$ cat src/rtl/cgf_pkg.sv
// Shared types and constants of the corner gradient filter.
`default_nettype none

package cgf_pkg;

	localparam int PIX_W           = 8;
	localparam int IMG_WIDTH_BITS  = 11;
	localparam int IMG_HEIGHT_BITS = 13;
	localparam int CFG_IDX_W       = 4;
	localparam int CFG_DATA_W      = 16;

	localparam logic [CFG_IDX_W-1:0] REG_IMAGE_WIDTH  = CFG_IDX_W'(0);
	localparam logic [CFG_IDX_W-1:0] REG_IMAGE_HEIGHT = CFG_IDX_W'(1);

	localparam logic [IMG_WIDTH_BITS-1:0]  WIDTH_RESET  = IMG_WIDTH_BITS'(512);
	localparam logic [IMG_HEIGHT_BITS-1:0] HEIGHT_RESET = IMG_HEIGHT_BITS'(512);

	localparam logic [PIX_W-1:0] GRAD_MAX = 8'd255;

	// One window column: pixels of the row two above, one above and the current row.
	typedef struct packed {
		logic [PIX_W-1:0] top;
		logic [PIX_W-1:0] mid;
		logic [PIX_W-1:0] bot;
	} column_t;

	// Emit/last flags and the kernel taps inside the image for the pixel being finished.
	typedef struct packed {
		logic emit;
		logic last;
		logic up_ok;
		logic down_ok;
		logic left_ok;
		logic right_ok;
	} tap_mask_t;

endpackage

`default_nettype wire

$ cat src/rtl/cgf_cell.sv
// One window cell: holds a pixel column and passes it on to its neighbor.
`default_nettype none

module cgf_cell import cgf_pkg::*; (
	input  wire logic    clk,
	input  wire logic    arst_n,
	input  wire logic    shift_en,
	input  wire column_t col_in,
	output column_t      col_out
);

	column_t col_q;

	always_ff @(posedge clk or negedge arst_n) begin
		if (!arst_n) begin
			col_q <= '0;
		end else if (shift_en) begin
			col_q <= col_in;
		end
	end

	assign col_out = col_q;

endmodule

`default_nettype wire

$ cat config.mk
export PLATFORM = sky130hd
export DESIGN_NAME = cgf_cell
export DESIGN_NICKNAME = d
export VERILOG_FILES = /design/src/rtl/cgf_pkg.sv /design/src/rtl/cgf_cell.sv
export SDC_FILE = /design/constraint.sdc
export NUM_CORES = 1
export LEC_CHECK = 0
export BUFFER_PORTS_ARGS = -buffer_cell sky130_fd_sc_hd__buf_2
export CAP_MARGIN = 20
export CORE_MARGIN = 2
export CORE_UTILIZATION = 40
export CTS_BUF_LIST = sky130_fd_sc_hd__clkbuf_16
export CTS_CLUSTER_SIZE = 16
export DETAILED_ROUTE_END_ITERATION = 10
export PLACE_DENSITY = 0.72
export SYNTH_ARGS = -nofsm -noshare
export SYNTH_HDL_FRONTEND = slang
export SYNTH_SLANG_ARGS = --single-unit
$ cat constraint.sdc
create_clock -name clk -period 2.1 [get_ports clk]
set_input_delay 0.105 -clock clk [delete_from_list [all_inputs] [get_ports clk]]
set_output_delay 0.105 -clock clk [all_outputs]
set_load 0.02 [all_outputs]
==> metrics.md <==
| Metric | Value |
|---|---|
| Flop2flop setup slack | around 1300 ps |
| Most common cell in the netlist | dfrtp_1 |
| CTS Root Buffer Type | clkbuf_16 |
| YS warnings | 0 |
| Reg-to-Reg End | col_out[8] |
| Cts bufs inserted | 3 |
| Pint | roughly 0.87 mW |
| Top delay family on crit path | buffers and inverters |
| Clock Power Share | 34.1% |
| Mean routed wirelength per cell | roughly 13 um |
| Pin count of the biggest net entering global routing | 25 |
| Clk buf depth | 2 |
| Proportion of power drawn by combinational gates | between 10% and 20% |
| Slew Viols, Final | 0 |
| Number of synthesized flops with an enable pin | 0 |
| Synth area leader | dfrtp_1 |
| Switching pwr | about 0.28 mW |
| IO Count | about 50 |
| Synth top area share | about three fifths |
| CTS Sinks | 24 |
| Setup crit start kind | input port |
| Initial Util | a little over 40% |
| RSZ-0062 raised after global routing | false |
| Gr ovfl total | 0 |
| Setup_tns | 0 ps |
| Vias | 610 |
| Clk_lat worst skew | between 200 and 300 ps |
| DR pass1 iterations | 4 |
| Async SR Flop Fraction | 100% |
| Total power | ~1.2 mW |
| Final HPWL DP | 1.30 mm |
| Final ANT Viol Nets | 0 |
| Antenna violations before repair | 0 |
| Layout Nets | between 100 and 150 |
| Cells after synthesis | 51 |
| FF+latch count, synth | 24 |
| Max cap viols | 0 |
| Flop pwr share | 46.3% |
| Die H | 53.9 um |
| P&R area growth vs syn | 32.2% |
| Hold_sp | col_in[4] |
| CP max stage delay | 540 ps |
| Full die area | ~0.0029 sq mm |
| Max Freq | about 1.1 GHz |
| Crit-path max FO | 24 |
| Diode count | 0 |
| Hold Crit Class | input port to flip-flop |
| Cell count of the worst reg-to-reg path | 1 |
| VDD IR max | 0.000620 V |
| Tightest Pin Transition | 699 ps |
| WS Path Type | input port to flip-flop |
| Number of fillers in the final layout | 220 |
| Post-layout min period | ~920 ps |
| Maximum level of the CTS H-tree | 1 |
| Arrival time worst endpoint | between 1000 and 1500 ps |
| Max FFs per register | 24 |
| Status | completed |
| Sw frac | 24.3% |
| Global-route wire length before repair | 2.73 mm |
| Post-Route Skew | 0 ps |
| Slowest CP cell | buf_2 |
| Leak Pwr | between 0.6 and 0.7 nW |
| Initial DRC count | 2 |
| RR Startpoint | col_out[8] |
| Required time worst endpoint | about 2200 ps |
| Crit-path cells | buf_2, mux2_2 |
| Vias in the first global route | roughly 600 |
| Setup bufs post-CTS | 0 |
| Synth cell types | 5 |
| Clock slew at reported path FFs | 60 ps |
| Final Setup Violations | 0 |
| Share of layout cells above drive strength 1 | about three quarters |
| Hold Crit Endpoint | col_out[4] |
| Via/cell ratio | 4.62 |
| Worst slew margin | between 50% and 60% |
| Seq/Total Area, Yosys | roughly three fifths |
| Pwr Density | about 870 mW/mm^2 |
| Mean Syn Cell Area | ~20 sq um |
| Worst Hold Depth | 2 |
| Routability cong. | 0.689 |
| Port Buffers | 50 |
| GRT Overall Usage | between 10% and 20% |
| Final Hold Fails | 0 |
| CTS tree | yes |
| Synth Flop Type | dfrtp_1 |
| DR DRC count | 0 |
| Routed WL | approximately 1.7 mm |
| Mapped Area | 997 sq um |
| Utilization after layout | 54.7% |
| Cell row count | 18 |
| Post-CTS Resized | 0 |
| Die span in x | roughly 54 um |
| Bufs and invs on worst path | 1 |
| Core Box Area | 0.00241 sq mm |
| Syn nets | a little under 80 |
| Hold-fix buffers, CTS | 1 |
| Final worst-path cycle share | between 40% and 50% |
| Synth top area cells | dfrtp_1, mux2_4, mux2_2 |
| CP endpoint kind | flip-flop |
| Synth cell count leaders | dfrtp_1, mux2_4, mux2_2, buf_12, buf_6 |
layer usage:
layer	track usage [%]	wire, um
met1	16.5	677
met4	5.13	10
met3	5.83	127
met5	0	0
met2	22.0	924
cell families (layout without fill, tap and decap cells):
family | count (synthesis) | after routing | synth area share [%]
flops | 24 | 24 | 60.2
mux | 24 | 24 | 34.6
buf+inv | 3 | 54 | 5.14
cell usage in the layout, fill, tap and decap left out:
master / count
mux2_4: 20
buf_2: 50
dlygate4sd3_1: 1
mux2_2: 4
clkbuf_16: 3
dfrtp_1: 24
metrics by stage:
step                      instance area (sq um)  cells  hold WS [ps]  setup WS (ps)
after detailed placement                   1230    128           110            898
after global placement                     1230    128          95.5            930
final                                      1320    132          82.0           1180
after global routing                       1320    132          76.4           1130
after floorplan                             997     51          -191           1270
after CTS                                  1320    132          78.4           1170
cell type report:
cell class	instances	area [sq um]	share of cell area (%)
multi-input combinational	24	345	26.2
clock buffer	3	75.1	5.69
sequential	24	601	45.5
timing repair buffer	51	260	19.7
tap	30	37.5	2.85
how the worst max path moves through the flow:
| stage | depth (start not counted) | end | startpoint | slack, ps |
|---|---|---|---|---|
| 2_1_floorplan | 1 | col_out[0] | col_out[0] | 1270 |
| 3_3_place_gp | 2 | col_out[15] | shift_en | 930 |
| 3_5_place_dp | 2 | col_out[7] | shift_en | 900 |
| 4_1_cts | 2 | col_out[7] | shift_en | 1170 |
| 5_1_grt | 2 | col_out[7] | shift_en | 1130 |
| 6_report | 2 | col_out[7] | shift_en | 1180 |
power by group through the flow:
stage	logic (mW)	clock network [mW]	registers [mW]
global placement	0.224	0	0.539
finish	0.226	0.393	0.534
floorplan	0.0908	0	0.599
global route	0.243	0.431	0.541
CTS	0.230	0.407	0.535
detailed placement	0.229	0	0.541
Note: power is estimated with default switching activity, not from simulation.
